**src/hw/rtl/itok_pkg.sv**
```systemverilog
`timescale 1ns / 1ps
`default_nettype none

package itok_pkg;

	localparam int unsigned MAX_RES = 3;
	localparam int unsigned CNT_W   = $clog2(MAX_RES + 1);
	localparam int unsigned IDX_W   = $clog2(MAX_RES);
	localparam int unsigned NUM_W   = 31;

	localparam logic [NUM_W-1:0] NUM_MAX = '1;

	// character codes
	localparam logic [7:0] CH_ZERO  = 8'h30;
	localparam logic [7:0] CH_NINE  = 8'h39;
	localparam logic [7:0] CH_SPACE = 8'h20;
	localparam logic [7:0] CH_TAB   = 8'h09;
	localparam logic [7:0] CH_NL    = 8'h0A;
	localparam logic [7:0] CH_PLUS  = 8'h2B;
	localparam logic [7:0] CH_MINUS = 8'h2D;
	localparam logic [7:0] CH_STAR  = 8'h2A;
	localparam logic [7:0] CH_SLASH = 8'h2F;
	localparam logic [7:0] CH_LT    = 8'h3C;
	localparam logic [7:0] CH_GT    = 8'h3E;

	typedef enum logic [2:0] {
		PH_START,
		PH_NUM_EMPTY,
		PH_NUM_DIGITS,
		PH_OP,
		PH_STOPPED
	} phase_t;

	// operator characters seen so far
	typedef enum logic [3:0] {
		OPS_EMPTY = 4'd0,
		OPS_ADD   = 4'd1,
		OPS_SUB   = 4'd2,
		OPS_MUL   = 4'd3,
		OPS_DIV   = 4'd4,
		OPS_LT    = 4'd5,
		OPS_GT    = 4'd6,
		OPS_SHL   = 4'd7,
		OPS_SHR   = 4'd8,
		OPS_BAD   = 4'd9
	} opsf_t;

	typedef enum logic [2:0] {
		KIND_NUM       = 3'd0,
		KIND_OP        = 3'd1,
		KIND_NO_OP     = 3'd2,
		KIND_BAD_OP    = 3'd3,
		KIND_BAD_START = 3'd4
	} kind_t;

	typedef enum logic [2:0] {
		OP_ADD = 3'd0,
		OP_SUB = 3'd1,
		OP_MUL = 3'd2,
		OP_DIV = 3'd3,
		OP_SHL = 3'd4,
		OP_SHR = 3'd5
	} opcode_t;

	typedef struct packed {
		logic [7:0] ch;
		logic       is_end;
	} char_word_t;

	typedef struct packed {
		kind_t            token_kind;
		logic [NUM_W-1:0] number_value;
		opcode_t          operator_code;
		logic             last_of_run;
	} token_word_t;

	// results of one character, in order from slot 0
	typedef struct packed {
		token_word_t [MAX_RES-1:0] tok;
		logic [CNT_W-1:0]          cnt;
	} group_t;

	function automatic token_word_t mk_tok(kind_t kind, logic [NUM_W-1:0] val, opcode_t op);
		token_word_t t;
		t.token_kind    = kind;
		t.number_value  = val;
		t.operator_code = op;
		t.last_of_run   = 1'b0;
		return t;
	endfunction

endpackage

`default_nettype wire

```
**src/hw/rtl/itok_chan_if.sv**
```systemverilog
`timescale 1ns / 1ps
`default_nettype none

interface itok_chan_if #(parameter type payload_t = logic) ();
	logic     valid;
	logic     ready;
	payload_t payload;

	modport source (output valid, output payload, input ready);
	modport sink (input valid, input payload, output ready);
endinterface

`default_nettype wire

```
**src/hw/rtl/itok_core.sv**
```systemverilog
`timescale 1ns / 1ps
`default_nettype none

module itok_core (
	input  wire logic           clk,
	input  wire logic           arst_n,
	itok_chan_if.sink           char_chan,
	input  wire logic           emit_free,
	output itok_pkg::group_t    grp,
	output logic                grp_load
);
	import itok_pkg::*;

	logic              valid_s1;
	char_word_t        word_s1;
	phase_t            phase_q, phase_d;
	logic [NUM_W-1:0]  acc_q, acc_d;
	opsf_t             opsf_q, opsf_d;

	logic              advance;
	logic              is_digit, is_space;
	logic [3:0]        digit;
	logic [NUM_W+3:0]  mac;
	logic [NUM_W-1:0]  acc_sat;
	token_word_t       fin_tok;
	logic              fin_ok;
	token_word_t       num_tok, noop_tok, zero_tok;
	opsf_t             adv_empty, adv_cur;

	function automatic opsf_t op_adv(opsf_t sofar, logic [7:0] c);
		opsf_t r;
		r = OPS_BAD;
		if (sofar == OPS_EMPTY) begin
			case (c)
				CH_PLUS:  r = OPS_ADD;
				CH_MINUS: r = OPS_SUB;
				CH_STAR:  r = OPS_MUL;
				CH_SLASH: r = OPS_DIV;
				CH_LT:    r = OPS_LT;
				CH_GT:    r = OPS_GT;
				default:  r = OPS_BAD;
			endcase
		end else if (sofar == OPS_LT && c == CH_LT) begin
			r = OPS_SHL;
		end else if (sofar == OPS_GT && c == CH_GT) begin
			r = OPS_SHR;
		end
		return r;
	endfunction

	// advance the held word once its results fit in the serializer
	assign advance        = valid_s1 && (grp.cnt == '0 || emit_free);
	assign char_chan.ready = !valid_s1 || advance;
	assign grp_load       = advance && grp.cnt != '0;

	// input register
	always_ff @(posedge clk or negedge arst_n) begin
		if (!arst_n) begin
			valid_s1 <= 1'b0;
		end else if (char_chan.ready) begin
			valid_s1 <= char_chan.valid;
		end
	end

	always_ff @(posedge clk) begin
		if (char_chan.ready && char_chan.valid) begin
			word_s1 <= char_chan.payload;
		end
	end

	// scan state
	always_ff @(posedge clk or negedge arst_n) begin
		if (!arst_n) begin
			phase_q <= PH_START;
			acc_q   <= '0;
			opsf_q  <= OPS_EMPTY;
		end else if (advance) begin
			phase_q <= phase_d;
			acc_q   <= acc_d;
			opsf_q  <= opsf_d;
		end
	end

	// classify the character and extend the number
	assign is_digit  = word_s1.ch >= CH_ZERO && word_s1.ch <= CH_NINE;
	assign is_space  = word_s1.ch inside {CH_SPACE, CH_TAB, CH_NL};
	assign digit     = word_s1.ch[3:0];
	assign mac       = ({4'b0, acc_q} << 3) + ({4'b0, acc_q} << 1) + (NUM_W+4)'(digit);
	assign acc_sat   = (mac > (NUM_W+4)'(NUM_MAX)) ? NUM_MAX : mac[NUM_W-1:0];
	assign adv_empty = op_adv(OPS_EMPTY, word_s1.ch);
	assign adv_cur   = op_adv(opsf_q, word_s1.ch);

	assign num_tok  = mk_tok(KIND_NUM, acc_q, OP_ADD);
	assign noop_tok = mk_tok(KIND_NO_OP, '0, OP_ADD);
	assign zero_tok = mk_tok(KIND_NUM, '0, OP_ADD);

	// close the operator run
	always_comb begin
		fin_tok = mk_tok(KIND_BAD_OP, '0, OP_ADD);
		case (opsf_q)
			OPS_EMPTY: fin_tok = noop_tok;
			OPS_ADD:   fin_tok = mk_tok(KIND_OP, '0, OP_ADD);
			OPS_SUB:   fin_tok = mk_tok(KIND_OP, '0, OP_SUB);
			OPS_MUL:   fin_tok = mk_tok(KIND_OP, '0, OP_MUL);
			OPS_DIV:   fin_tok = mk_tok(KIND_OP, '0, OP_DIV);
			OPS_SHL:   fin_tok = mk_tok(KIND_OP, '0, OP_SHL);
			OPS_SHR:   fin_tok = mk_tok(KIND_OP, '0, OP_SHR);
			default:   fin_tok = mk_tok(KIND_BAD_OP, '0, OP_ADD);
		endcase
		fin_ok = fin_tok.token_kind == KIND_OP;
	end

	// next state and results of the held word
	always_comb begin
		phase_d = phase_q;
		acc_d   = acc_q;
		opsf_d  = opsf_q;
		grp.tok = '{default: zero_tok};
		grp.cnt = '0;
		if (word_s1.is_end) begin
			case (phase_q)
				PH_START: begin
					grp.tok[0] = mk_tok(KIND_BAD_START, '0, OP_ADD);
					grp.cnt    = CNT_W'(1);
				end
				PH_NUM_EMPTY, PH_NUM_DIGITS: begin
					grp.tok[0] = num_tok;
					grp.tok[1] = noop_tok;
					grp.cnt    = CNT_W'(2);
				end
				PH_OP: begin
					grp.tok[0] = fin_tok;
					if (fin_ok) begin
						grp.tok[1] = zero_tok;
						grp.tok[2] = noop_tok;
						grp.cnt    = CNT_W'(3);
					end else begin
						grp.cnt = CNT_W'(1);
					end
				end
				default: grp.cnt = '0;
			endcase
			phase_d = PH_START;
			acc_d   = '0;
			opsf_d  = OPS_EMPTY;
		end else begin
			case (phase_q)
				PH_START: begin
					if (is_digit) begin
						acc_d   = NUM_W'(digit);
						phase_d = PH_NUM_DIGITS;
					end else begin
						grp.tok[0] = mk_tok(KIND_BAD_START, '0, OP_ADD);
						grp.cnt    = CNT_W'(1);
						phase_d    = PH_STOPPED;
					end
				end
				PH_NUM_EMPTY, PH_NUM_DIGITS: begin
					if (is_digit) begin
						acc_d   = acc_sat;
						phase_d = PH_NUM_DIGITS;
					end else if (is_space) begin
						if (phase_q == PH_NUM_DIGITS) begin
							grp.tok[0] = num_tok;
							grp.cnt    = CNT_W'(1);
							acc_d      = '0;
							opsf_d     = OPS_EMPTY;
							phase_d    = PH_OP;
						end
					end else begin
						grp.tok[0] = num_tok;
						grp.cnt    = CNT_W'(1);
						acc_d      = '0;
						opsf_d     = adv_empty;
						phase_d    = PH_OP;
					end
				end
				PH_OP: begin
					if (is_digit) begin
						grp.tok[0] = fin_tok;
						grp.cnt    = CNT_W'(1);
						if (fin_ok) begin
							acc_d   = NUM_W'(digit);
							phase_d = PH_NUM_DIGITS;
						end else begin
							phase_d = PH_STOPPED;
						end
					end else if (is_space) begin
						if (opsf_q != OPS_EMPTY) begin
							grp.tok[0] = fin_tok;
							grp.cnt    = CNT_W'(1);
							if (fin_ok) begin
								acc_d   = '0;
								phase_d = PH_NUM_EMPTY;
							end else begin
								phase_d = PH_STOPPED;
							end
						end
					end else begin
						opsf_d = adv_cur;
					end
				end
				default: phase_d = phase_q;
			endcase
			// drop the partial token on a stop
			if (phase_d == PH_STOPPED) begin
				acc_d  = '0;
				opsf_d = OPS_EMPTY;
			end
		end
	end

endmodule

`default_nettype wire

```
**src/flat_wrapper.sv**
```systemverilog
// flat-port wrapper written by rule: the top's interface ports become plain ports
module itok_core_flat import itok_pkg::*;
  (clk, arst_n, emit_free, grp, grp_load, char_chan_valid, char_chan_payload, char_chan_ready);
  itok_chan_if char_chan_i ();
  input  wire logic clk;
  input  wire logic arst_n;
  input  wire logic emit_free;
  output itok_pkg::group_t grp;
  output logic grp_load;
  input wire logic [$bits(char_chan_i.valid)-1:0] char_chan_valid;
  input wire logic [$bits(char_chan_i.payload)-1:0] char_chan_payload;
  output wire logic [$bits(char_chan_i.ready)-1:0] char_chan_ready;
  assign char_chan_i.valid = char_chan_valid;
  assign char_chan_i.payload = char_chan_payload;
  assign char_chan_ready = char_chan_i.ready;
  itok_core u_core (.clk(clk), .arst_n(arst_n), .char_chan(char_chan_i), .emit_free(emit_free), .grp(grp), .grp_load(grp_load));
endmodule
```
**config.mk**
```make
export PLATFORM = sky130hd
export DESIGN_NAME = itok_core_flat
export DESIGN_NICKNAME = d
export VERILOG_FILES = /design/src/hw/rtl/itok_pkg.sv /design/src/hw/rtl/itok_chan_if.sv /design/src/hw/rtl/itok_core.sv /design/src/flat_wrapper.sv
export SDC_FILE = /design/constraint.sdc
export NUM_CORES = 1
export LEC_CHECK = 0
export BUFFER_PORTS_ARGS = -buffer_cell sky130_fd_sc_hd__buf_2
export CAP_MARGIN = 0
export CELL_PAD_IN_SITES_DETAIL_PLACEMENT = 0
export CELL_PAD_IN_SITES_GLOBAL_PLACEMENT = 1
export CORE_AREA = 4 4 73 92
export DETAILED_ROUTE_END_ITERATION = 7
export DIE_AREA = 0 0 77 96
export PLACE_DENSITY_LB_ADDON = 0.2
export RECOVER_POWER = 25
export SLEW_MARGIN = 20
export SYNTH_ARGS = -nofsm -noshare
export SYNTH_HDL_FRONTEND = slang
export SYNTH_SLANG_ARGS = --single-unit
```
**constraint.sdc**
```tcl
create_clock -name clk -period 1.5 [get_ports clk]
set_input_delay 0.225 -clock clk [delete_from_list [all_inputs] [get_ports clk]]
set_output_delay 0.225 -clock clk [all_outputs]
set_load 0.01 [all_outputs]
```
---- Word-level counts from Yosys, hierarchy flattened ----
Index checks and enable logic that the tools add are counted.
storage, ports and cells
  output and inout bits ................... 118
  bits of input ports ..................... 5
  bits in registers ....................... 40
cells by class
  mux-type cells .......................... 19
  reductions and logical operators ........ 17
  equality and inequality tests ........... 14
operator list
  kind                                                    number
  case mux 37 bit (7 select lines)                        1
  2-to-1 mux 75 bit                                       2
  case mux 38 bit (3 select lines)                        1
  2-to-1 mux 31 bit                                       3
  case mux 40 bit (2 select lines)                        1
  case mux 38 bit (2 select lines)                        1
  2-to-1 mux 40 bit                                       1
  2-to-1 mux 37 bit                                       1
  2-to-1 mux 4 bit                                        3
  equality test 4 x 2 -> 1 bit (second input constant)    2
  equality test 4 x 3 -> 1 bit (second input constant)    2
  nonzero test 4 bit                                      2
  equality test 3 x 2 -> 1 bit (second input constant)    2
  2-to-1 mux 3 bit                                        2
  inequality test 3 x 1 -> 1 bit (second input constant)  2
  case mux 2 bit (3 select lines)                         1
  case mux 3 bit (2 select lines)                         1
  AND reduction 5 bit                                     1
  nonzero test 5 bit                                      1
  equality test 4 x 1 -> 1 bit (second input constant)    1
  equality test 4 bit (second input constant)             1
  zero test 4 bit                                         1
  inequality test 4 x 1 -> 1 bit (second input constant)  1
  equality test 3 x 1 -> 1 bit (second input constant)    1
  other kinds (12)                                        15

---- Depth between registers and ports, before layout ----
Gate-level depths: netlist of the first run.
  depth after elaboration ................. 11
  gate-level depth with buffers ........... 4
  gate-level depth less buffers ........... 3

---- Least setup slack after synthesis of the first run ----
No wires, ideal clock.
  kind .................................... register to register
  start ................................... register u_core.phase_q[2]
  end ..................................... register u_core.word_s1[0] (netlist bit), enable pin
  setup time .............................. 238 ps
  period minus slack after synthesis ...... 1,461 ps
  stages on the path, launching flop included .. 5
  buffers on the path ..................... 1
  data required time ...................... 1,262 ps
  data arrival time ....................... 1,222 ps
  slack ................................... 39 ps
  cells stage by stage .................... dfrtp_1 > buf_2 > or2b_1 > or3_4 > and2_4
between the ends
  cells in the longest elaborated chain, start to end .. 9
  elaborated cells on any way between the ends .. 13
  those cells by class .................... eq/ne (3); mux (3); reduce/logical (7)
ends and longest elaborated chain
  element                                                                                     line                                RTL
  start, declared                                                                             itok_core.sv:16                     phase_t phase_q, phase_d;
  start signal, assigned                                                                      itok_core.sv:78                     phase_q <= phase_d;
  equality test 3 x 1 -> 1 bit / equality test 3 x 2 -> 1 bit (equally long branches)         itok_core.sv:121, itok_core.sv:147
  OR reduction 2 bit                                                                          itok_core.sv:121, itok_core.sv:147
  case mux 2 bit (3 select lines) / case mux 40 bit (2 select lines) (equally long branches)  itok_core.sv:121, itok_core.sv:147
  2-to-1 mux 40 bit (*)                                                                       itok_core.sv:120                    if (word_s1.is_end) begin
  zero test 2 bit (*)                                                                         itok_core.sv:52                     assign advance = valid_s1 && (grp.cnt == '0 || emit_free);
  logical OR 1 bit (*)                                                                        itok_core.sv:52
  logical AND 1 bit (*)                                                                       itok_core.sv:52
  logical OR 1 bit (*)                                                                        itok_core.sv:53                     assign char_chan.ready = !valid_s1 || advance;
  via char_chan_ready                                                                         flat_wrapper.sv:12                  output wire logic [$bits(char_chan_i.ready)-1:0] char_chan_ready;
  logical AND 1 bit (*)                                                                       itok_core.sv:66                     if (char_chan.ready && char_chan.valid) begin
  end signal, assigned                                                                        itok_core.sv:67                     word_s1 <= char_chan.payload;
  end, declared                                                                               itok_core.sv:15                     char_word_t word_s1;
Mark *: on every way through the listed nets, which the timed path passes. The rest lies on a longest branch.
A chain may end at the register's enable or synchronous reset.

---- Worst setup path in the final report of the first run ----
  start ................................... register u_core.phase_q[1]
  end ..................................... output char_chan_ready
between the ends
  cells in the longest elaborated chain, start to end .. 8
  elaborated cells on any way between the ends .. 12
  those cells by class .................... eq/ne (3); mux (3); reduce/logical (6)
ends and longest elaborated chain
  element                                                                                     line
  equality test 3 x 1 -> 1 bit / equality test 3 x 2 -> 1 bit (equally long branches)         itok_core.sv:121, itok_core.sv:147
  OR reduction 2 bit                                                                          itok_core.sv:121, itok_core.sv:147
  case mux 2 bit (3 select lines) / case mux 40 bit (2 select lines) (equally long branches)  itok_core.sv:121, itok_core.sv:147
  2-to-1 mux 40 bit (*)                                                                       itok_core.sv:120
  zero test 2 bit (*)                                                                         itok_core.sv:52
  logical OR 1 bit (*)                                                                        itok_core.sv:52
  logical AND 1 bit (*)                                                                       itok_core.sv:52
  logical OR 1 bit (*)                                                                        itok_core.sv:53
  end, declared                                                                               flat_wrapper.sv:12
Every way passes the cells marked *; elsewhere a longest branch is shown, timed or not.

==> results.md, run 1 <==
- The die height is 96 um.
- For this design the top-level I/O count stands at 123.
- In this run, CTS created clock tree buffers numbering 3.
- Clock-pin slew was measured on the worst setup and hold paths at about 0.040 ns.
- The critical path starts at u_core.phase_q[1].
- The maximum fanout encountered on the critical timing path is 2.
- In this run the most critical hold path is launched from char_chan_payload.
- Measured in cells, the most critical reg-to-reg path has a length of 4.
- After the first detailed-routing iteration, the DRC count stood at 36.
- The setup check on the worst reg-to-reg path leaves a slack of 0.03 ns.
- Detailed placement ended at an HPWL of 1616 um.
- The layout cell share with drive strength beyond 1 is between 10% and 20%.
- The placed instance area is ~940 um^2.
- Setup repair after global routing could not meet its margin everywhere.
- The die area is between 0.007 and 0.008 mm^2.
- The count of cells along the worst hold path is 1.
- The checks that failed: negative setup slack.
- The cell count after placement is 230.
- The later-pin clock latency in the skew report is ~0.22 ns.
- Dividing the final minimum period by the clock period gives 101.2%.
- TritonCTS built the clock tree.
- In this run, distinct cell masters in the synthesized netlist total 24.
- The final clock skew is 0.003683 ns.
- The cell area power density is between 1000 and 1500 mW/mm^2.
- Final hold analysis gives a worst-case slack of between 0.15 and 0.2 ns.
- The total congestion overflow is 0.
- The via count of the first global-routing pass was 439.
- The average via count per standard cell is approximately 2.7.
- The number of nets with antenna violations after detailed routing is 0.
- In this run the tool buffered the top-level ports with 12 buffer cells.
- The required arrival time at the worst endpoint is 1.27 ns.
- In this run the critical register-to-register path is launched from u_core.phase_q[1].
- The worst register-to-register path ends at u_core.word_s1[0].
- The maximum clock frequency is around 0.66 GHz.
- The run finished, with violations left.
- The min-delay analysis places its worst path in the category primary input to flop.
- The final worst slack is -0.01797 ns.
- The area of all placed cells without fillers is 0.001054 mm^2.
- The root buffer cell chosen for the clock tree is clkbuf_8.
- The final total negative setup slack is -0.01797 ns.
- Max-cap violations in this run came to 0.
- The total area inside the core boundary comes to roughly 0.0058 mm^2.
- The category of the worst setup path capture point is an output pin.
- Across all layers, the routed design uses 652 vias.
- For this configuration, the core starts out at a cell density of 20.85%.
- The die is 77 um wide.
- The sequential fraction of the synthesis area is 12.88%.
- The growth of design area from synthesis to finish is -12.56%.
- The synthesized design contains 6 register bits.
- The peak ir drop on the vdd network is between 200 and 300 uV.
- After synthesis the cells add up to 0.001205 mm^2.
- The first-pass GRT wire length is 1980 um.
- The global-route usage over all layers is roughly 3.6%.
- Excluding fillers, the count of instances in the completed layout stands at between 200 and 250.
- The first-pass iteration count of the detailed router is 4.
- The clock passes through at most 2 buffers.
- The pin count of the biggest net entering global routing is 9.
- The count of endpoints failing hold in the final timing report is 0.
- The average routed wire per standard cell is 7.303 um.
- The instance count of the mapped netlist is between 150 and 200.
- The number of remaining DRC errors is 0.
- The initial antenna violation count is 0.
- The global placement routability congestion is 0.6371.
- The average size of a mapped cell is around 8 um^2.
- The category of the most critical setup path is flop to output pin.
- The number of setup violations in the final report is 1.
- CTS built an H-tree with a depth of 1.
- The net total in the final layout is 178.
- The max-slew violation total from the final report is 0.
- The number of antenna diodes in the final layout is 0.
- The worst setup path endpoint is char_chan_ready.
- The worst setup path is launched from a flop.
- The Yosys step of the flow raised 0 warnings.
- The static leakage is 0.0006385 uW.
- The final layout contains routed wiring with a total length of between 1500 and 2000 um.
- Row generation in the floorplan step produced 31 rows.
- The tree built by TritonCTS fans out to 6 sinks.
- The clock period minus final worst setup slack is between 1.5 and 2 ns.
- Data on the critical path arrives at its endpoint at ~1.3 ns.
[worst max-delay path, stage by stage (launching register included)]
cell and delay [ns]:
dfrtp_1 0.36, and3b_2 0.21, or3_4 0.37, buf_6 0.13
[Yosys cell counts]
library cell    n  area [um^2]
nor3_1          3        15.01
nand2b_1        4        25.02
edfxtp_1        1        30.03
nor2_1          3        11.26
buf_4         111        833.3
a21oi_1         1        5.000
nor2b_1         1        6.260
o221ai_1        3        26.28
or3_4           1        11.26
xnor2_1         1        8.760
or2_1           1        6.260
conb_1          1        3.750
o21ai_0         1        5.000
a21o_1          1        7.510
buf_2           2        10.01
buf_6           1        11.26
or2b_1          1        7.510
dfrtp_1         5        125.1
and2_4          1        8.760
and3b_1         1        8.760
a211oi_1        1        7.510
a31oi_1         1        6.260
and2_1          1        6.260
nand2_1         5        18.77
[flip-flops by register name, summed over array words and instances (netlist names)]
name and cells:
u_core.opsf_q 1, u_core.valid_s1 1, u_core.phase_q 3, u_core.word_s1 1
[layout make-up]
cell class	count	area [um^2]
Timing Repair Buffer	21	142.6
Sequential cell	6	155.1
Multi-Input combinational cell	141	628.1
Tap cell	66	82.58
Clock buffer	4	45.04
Fill cell	650	4726
[worst min path at each step]
stage	to	slack (ns)
after floorplan	u_core.opsf_q[0]	-0.07
final	u_core.word_s1[0]	0.19
after global routing	u_core.word_s1[0]	0.19
after detailed placement	u_core.phase_q[1]	0.05
after global placement	u_core.phase_q[1]	0.05
after CTS	u_core.word_s1[0]	0.19
[per-layer routing]
metal  up-vias  wire length, um  GRT usage, %
met4         0               11         2.226
met5         -                0             0
met3         2              358         1.779
met1       279              540         4.061
met2        77              827         5.305
li1        294                -             -
[cell usage in the layout (no fill, tap or decap), drive strengths merged, types with 2 or more instances in the layout]
cell	instances
nand2	5
nand2b	4
buf	19
conb	110
and2	2
clkbuf	5
dfrtp	5
nor3	3
o221ai	3
nor2	3
[stage by stage]
step                power [uW]  util (%)  worst slack [ns]
global placement         943.1     16.26            0.1404
finish                    1284     18.23          -0.01797
CTS                       1263     17.95          -0.02902
floorplan                976.2         -           0.03931
detailed placement       931.5     16.26            0.1480
global route              1404     18.23          -0.07464
[repair_timing]
| item | 4_1_cts | 5_1_grt |
|---|---|---|
| buffers inserted | 3 | 0 |
| pin swaps | 2 | 1 |
| endpoints found under the hold margin | 5 | 0 |
| setup endpoints to repair | 3 | 3 |
| gates resized for setup | 4 | 4 |
| hold buffers | 1 | 0 |
[cells by family (layout without fill, tap and decap cells)]
logic type,count (synthesis),count (layout),share of synthesized area (%)
other,1,110,0.3112
DFF,6,6,12.88
AOI/OAI and AO/OA,8,8,4.777
xor gates and xnor gates,1,1,0.7270
buffers and inverters,114,25,70.92
and+or+nand+nor,22,22,10.39
[report_power, final]
group          internal, uW  total [uW]  switching, uW
combinational           332         790            459
sequential              223         250           26.4
clock                   182         244           61.6
No activity file was read; power rests on OpenSTA's default activity.
==> inputs of run 2 (changes only) <==
--- a/config.mk
+++ b/config.mk
@@ -12,6 +12,7 @@
 export CORE_AREA = 4 4 73 92
 export DETAILED_ROUTE_END_ITERATION = 7
 export DIE_AREA = 0 0 77 96
+export MAX_ROUTING_LAYER = met4
 export PLACE_DENSITY_LB_ADDON = 0.2
 export RECOVER_POWER = 25
 export SLEW_MARGIN = 20
==> results.md, run 2 (synthesis results as in run 1) <==
- STA classifies the critical path startpoint as a flop.
- The number of maximum-capacitance constraint violations is 0.
- The most common cell after layout, fill and taps aside is conb_1.
- The HPWL after detailed placement is 1616 um.
- In this run the worst path has a maximum fanout of 2.
- The first detailed-routing pass ran for 4 iterations.
- Buffers placed on the I/O ports in this run total 12.
- The die height is between 90 and 100 um.
- The number of antenna diodes is 0.
- Setup violations remaining at the end of the flow were counted as 1.
- The checks that failed: negative setup slack.
- Compared with the post-synthesis result, the final layout area differs by -12.56%.
- The detail route stage leaves a number of antenna-violating nets equal to 0.
- The clock period minus final worst setup slack is 1.518 ns.
- The data arrival time at the worst-slack endpoint is 1.29 ns.
- The static leakage is between 0.0006 and 0.0007 uW.
- In the routed design, unresolved DRC markers number 0.
- The initial antenna violation count is 0.
- The setup path with the least slack is of type flop to output pin.
- Dividing the detail-routed wire length by the instance count gives between 7 and 8 um.
- The tightest min-delay check is of the primary input to flop type.
- The post-CTS clock slew at the launch and capture registers of the worst setup and hold paths is about 0.04 ns.
- Summed over all failing endpoints, the final setup total negative slack is -0.01797 ns.
- The CTS tree is yes.
- Once layout is done, the placed cells without fillers occupy 0.001054 mm^2.
- After layout, the design draws a total of 1284 uW.
- The register ranked first by flip-flop count is u_core.phase_q.
- For this design the top-level I/O count stands at 123.
- Once the floorplan was initialized, standard cells occupied a little over a fifth of the core.
- The cell area power density is 1219 mW/mm^2.
- The share of the cycle needed by the critical path after routing is 101.2%.
- The required arrival time at the worst endpoint is 1.27 ns.
- The first global-routing pass estimated 1973 um of wire.
- The core region is 0.005779 mm^2.
- The pin count of the biggest net entering global routing is 9.
- At the end of the flow, the number of nets in the layout was 178.
- The count of endpoints failing hold in the final timing report is 0.
- The global-route usage over all layers is 3.660%.
- The run finished, with violations left.
- The final standard cell utilization of the core is a little under a fifth.
- The number of buffers on the longest clock path is 2.
- For this block, the via count after detailed routing is around 650.
- Across the VDD grid, the largest voltage drop is 269.4 uV.
- The final clock skew is 0.003683 ns.
- The max-slew violation total from the final report is 0.
- The register with the most flip-flops in the layout has 3 of them.
- The floorplan step defined a die boundary enclosing 0.007392 mm^2.
- At the end of routability-driven placement, the weighted congestion stood at 0.6424.
- The placed instance area is 939.7 um^2.
- The maximum clock frequency is around 0.66 GHz.
- The wire length reported by the detailed router is 1738 um.
- The top cell types in the final layout, fill and taps aside, are 110 x conb_1, 10 x buf_2, 6 x buf_4.
- The number of clock sinks is 6.
- The total congestion overflow is 0.
- Setup repair after global routing could not meet its margin everywhere.
- The total of fill cells in the finished design is 650.
- Of the cells placed in the final design, the portion with a size suffix greater than 1 is 16.86%.
- The worst setup path is captured at an output pin.
- The final worst slack is -0.01797 ns.
- The average via count per standard cell is about 2.7.
- The via count of the first global-routing pass is 440.
- Clock latency on the worst-skew pair, taken at its later pin, is roughly 0.22 ns.
- In this run the horizontal extent of the chip is 77 um.
- The final cell count without fillers is ~240.
- The number of buffers added by the clock tree synthesis step is 3.
- After the first detailed-routing iteration, the DRC count stood at 36.
- The cell sitting at the root of the clock tree is a clkbuf_8.
- The initialized floorplan defines 31 standard-cell rows.
- The cell count after placement is 230.
- The number of H-tree branching levels is 1.
[run 2: cell counts in the layout (fill, tap and decap cells not counted)]
No cell type changed its count.
[run 2: path summary, 6_finish.rpt]
check	from	end	slack [ns]	depth (start not counted)
max	u_core.phase_q[1]	char_chan_ready	-0.02	3
min	char_chan_payload	u_core.word_s1[0]	0.19	1
max reg2reg	u_core.phase_q[1]	u_core.word_s1[0]	0.03	4
min in group asynchronous	arst_n	u_core.phase_q[1]	0.40	2
max in group asynchronous	arst_n	u_core.opsf_q[0]	0.89	2
min reg2reg	u_core.opsf_q[0]	u_core.opsf_q[0]	0.47	1
[run 2: critical path, stage by stage, from the launching register on]
cell and delay [ns]:
dfrtp_1 0.36, and3b_2 0.21, or3_4 0.37, buf_6 0.13
[run 2: layout make-up]
type,instances,area (um^2),share of cell area [%]
tap,66,82.58,7.838
multi-input combinational,141,628.1,59.62
sequential,6,155.1,14.73
timing repair buffer,21,142.6,13.54
clock buffer,4,45.04,4.276
[run 2: metrics by stage]
step / worst slack [ns] / hold slack [ns]
floorplan: 0.03931 / -0.07059
global placement: 0.1404 / 0.04920
detailed placement: 0.1480 / 0.04749
CTS: -0.02902 / 0.1900
global route: -0.07464 / 0.1917
finish: -0.01797 / 0.1907
[run 2: per-layer routing]
metal	up-vias	global-route usage (%)	wire length, um
met5	-	-	0
met4	0	2.226	11
met3	2	1.779	358
met2	77	5.305	827
met1	279	4.061	540
li1	294	-	-
[run 2: report_power, final]
part,internal (uW),switching (uW)
clock,182,61.6
sequential,223,26.4
combinational,332,459
[run 2: repair_timing]
action,4_1_cts,5_1_grt
endpoints found under the hold margin,5,0
gates cloned,0,0
setup endpoints to repair,3,3
buffers inserted,3,0
resized for setup,4,4
hold buffers,1,0
pin swaps,2,1
==> inputs of run 3 (changes only) <==
--- a/config.mk
+++ b/config.mk
@@ -13,7 +13,7 @@
 export DETAILED_ROUTE_END_ITERATION = 7
 export DIE_AREA = 0 0 77 96
 export MAX_ROUTING_LAYER = met4
-export PLACE_DENSITY_LB_ADDON = 0.2
+export PLACE_DENSITY_LB_ADDON = 0.1
 export RECOVER_POWER = 25
 export SLEW_MARGIN = 20
 export SYNTH_ARGS = -nofsm -noshare
==> results.md, run 3 (synthesis results as in run 1) <==
- The flow ran to the end, but the final reports show violations.
- The checks that failed: negative setup slack.
- Global routing consumed, on the met3 layer, under 10% of the routing resources.
- Setup total negative slack on the finished layout was measured at -0.04120 ns.
- The placeable core region is 0.005779 mm^2.
- The longest clock path from root to sink contains 2 buffers.
- The average via count per standard cell is 2.791.
- Clock tree synthesis inserted a total of 3 buffers.
- The path type of the worst min-delay path is primary input to flop.
- The total of fill cells in the finished design is approximately 660.
- The signal on the critical path passes through and3b_1 > or3_4 > buf_6.
- The worst hold slack after final layout is 0.1844 ns.
- roughly 120 I/O pins were placed.
- The HPWL after detailed placement is approximately 1800 um.
- The multi-input gate area in the final layout is 638.1 um^2.
- The library cells used most frequently in the layout, excluding fill and tap cells, are 110 x conb_1, 10 x buf_2, 7 x buf_4.
- The placed instance area is 939.7 um^2.
- For this block, the initial DRC count from the detailed router was 39.
- The final worst slack is -0.04120 ns.
- The setup slack after placement is roughly 0.12 ns.
- Setup violations remaining at the end of the flow were counted as 1.
- CTS built an H-tree with a depth of 1.
- Registers take 155.1 um^2.
- For the worst setup path, the data arrival time is 1.32 ns.
- The maximum fanout encountered on the critical timing path is 3.
- The first-pass GRT wire length is 2449 um.
- Dividing total power by cell area gives a power density of between 1000 and 1500 mW/mm^2.
- The category of the worst setup path capture point is an output pin.
- Setup repair after global routing could not meet its margin everywhere.
- In this run the static leakage power is ~0.00064 uW.
- For this design, the sink count on the clock tree is 6.
- The cell with the largest stage delay on the worst path is or3_4.
- For the worst-skew pair, the clock arrives at the later sink with an insertion delay of 0.22 ns.
- Wires add up to 1975 um.
- The die is 77 um wide.
- On the final layout, the worst clock skew is 0.006152 ns.
- The count of endpoints failing hold in the final timing report came to 0.
- The required arrival time at the worst endpoint is between 1 and 1.5 ns.
- The delay contributed by the slowest stage of the critical path is 0.38 ns.
- For this run, the post-layout net count is between 150 and 200.
- The most common cell after layout, fill and taps aside is conb_1.
- The register ranked first by flip-flop count is u_core.phase_q.
- The number of flip-flops in the largest register is 3.
- The repair_antennas step left the layout with diodes totalling 0.
- After layout, the minimum clock period comes to ~1.5 ns.
- The die covers about 0.0074 mm^2.
- In the global route stage, met1 resource usage came out at 3.993%.
- The global-route usage over all layers is 4.371%.
- Derived from the worst setup path, the maximum achievable clock frequency is 0.6488 GHz.
- The most congested layer reported by global routing is met2.
- The effective utilization at floorplan is 20.85%.
- TritonCTS built the clock tree.
- Cells with a size suffix above 1 make up 16.76% of the layout.
- The total congestion overflow is 0.
- The max-slew violation total from the final report came to 0.
- After detailed routing, the number of remaining DRC violations is 0.
- The die height is approximately 96 um.
- Entering global routing, the biggest net connects 8 pins.
- The setup check on the worst reg-to-reg path leaves a slack of 0.01 ns.
- IR analysis of the VDD net gives a maximum drop of 270.3 uV.
- The count of port buffers added during placement is 12.
- The finished cells cover roughly 0.0011 mm^2.
- The first-pass iteration count of the detailed router is 4.
- The growth of design area from synthesis to finish is -11.11%.
- The via count of the first global-routing pass came to around 530.
- The met2 track demand over resource in global routing is under 10%.
- The post-CTS clock slew at the launch and capture registers of the worst setup and hold paths is 0.04 ns.
- The share of the cycle needed by the critical path after routing is 102.7%.
- The category of the worst setup path launch point is a flop.
- At the end of routability-driven placement, the weighted congestion stood at 0.7279.
- The routed layout has 667 vias.
- The initial antenna violation count is 0.
- The tree is rooted in a clkbuf_8.
- The category of the most critical setup path is flop to output pin.
- The number of nets with antenna violations after detailed routing is 0.
- The number of placement rows is 31.
- The average routed wire per standard cell is between 8 and 9 um.
- Across the run, the number of max-cap violations was 0.
-- run 3: changes by cell type in the layout (fill, tap and decap cells not counted), sizes merged --
cell / previous run / this run
buf: 19 / 20
-- run 3: per-layer routing --
metal	vias up	share of wire, %	routed length [um]
met5	-	0	0
met4	0	0.30	6
met3	2	18	348
met2	73	54	1071
met1	294	28	548
li1	298	-	-
-- run 3: layout make-up --
| cell class | instances | share of cell area, % |
|---|---|---|
| tap | 66 | 7.710 |
| timing repair buffer | 22 | 14.02 |
| clock buffer | 4 | 4.206 |
| multi-input combinational | 141 | 59.58 |
| sequential | 6 | 14.49 |
-- run 3: final timing paths --
path                              startpoint           endpoint  cells past startpoint
max                        u_core.phase_q[0]    char_chan_ready                      3
min                        char_chan_payload  u_core.word_s1[0]                      1
max reg2reg                u_core.phase_q[0]  u_core.word_s1[0]                      4
min reg2reg                 u_core.opsf_q[0]   u_core.opsf_q[0]                      1
max in group asynchronous             arst_n   u_core.opsf_q[0]                      2
min in group asynchronous             arst_n  u_core.phase_q[1]                      2
-- run 3: repair_timing --
item                                   4_1_cts  5_1_grt
buffers inserted                             3        1
setup endpoints to repair                    2        6
endpoints found under the hold margin        5        0
pin swaps                                    1        3
resized for setup                            2        6
hold buffers                                 1        0
cloned                                       0        0
-- run 3: per-stage QoR --
stage               std cells  power [uW]  utilization (%)
floorplan                 261       976.2                -
global placement          230       937.6            16.26
detailed placement        230       934.0            16.26
CTS                       238        1261            17.84
global route              239        1483            18.53
finish                    239        1374            18.53
-- run 3: where the power goes --
group | leakage [uW] | internal (uW) | switching (uW)
logic | 0.000554 | 379 | 493
registers | 0.0000672 | 223 | 27.8
clock network | 0.0000228 | 183 | 67.6
total | 0.000644 | 785 | 589
-- run 3: worst max-delay path: cells and delay by family (launching register included) --
kind	cells	cell delay, ns
buf+inv	1	0.13
simple gates	2	0.59
flops	1	0.37
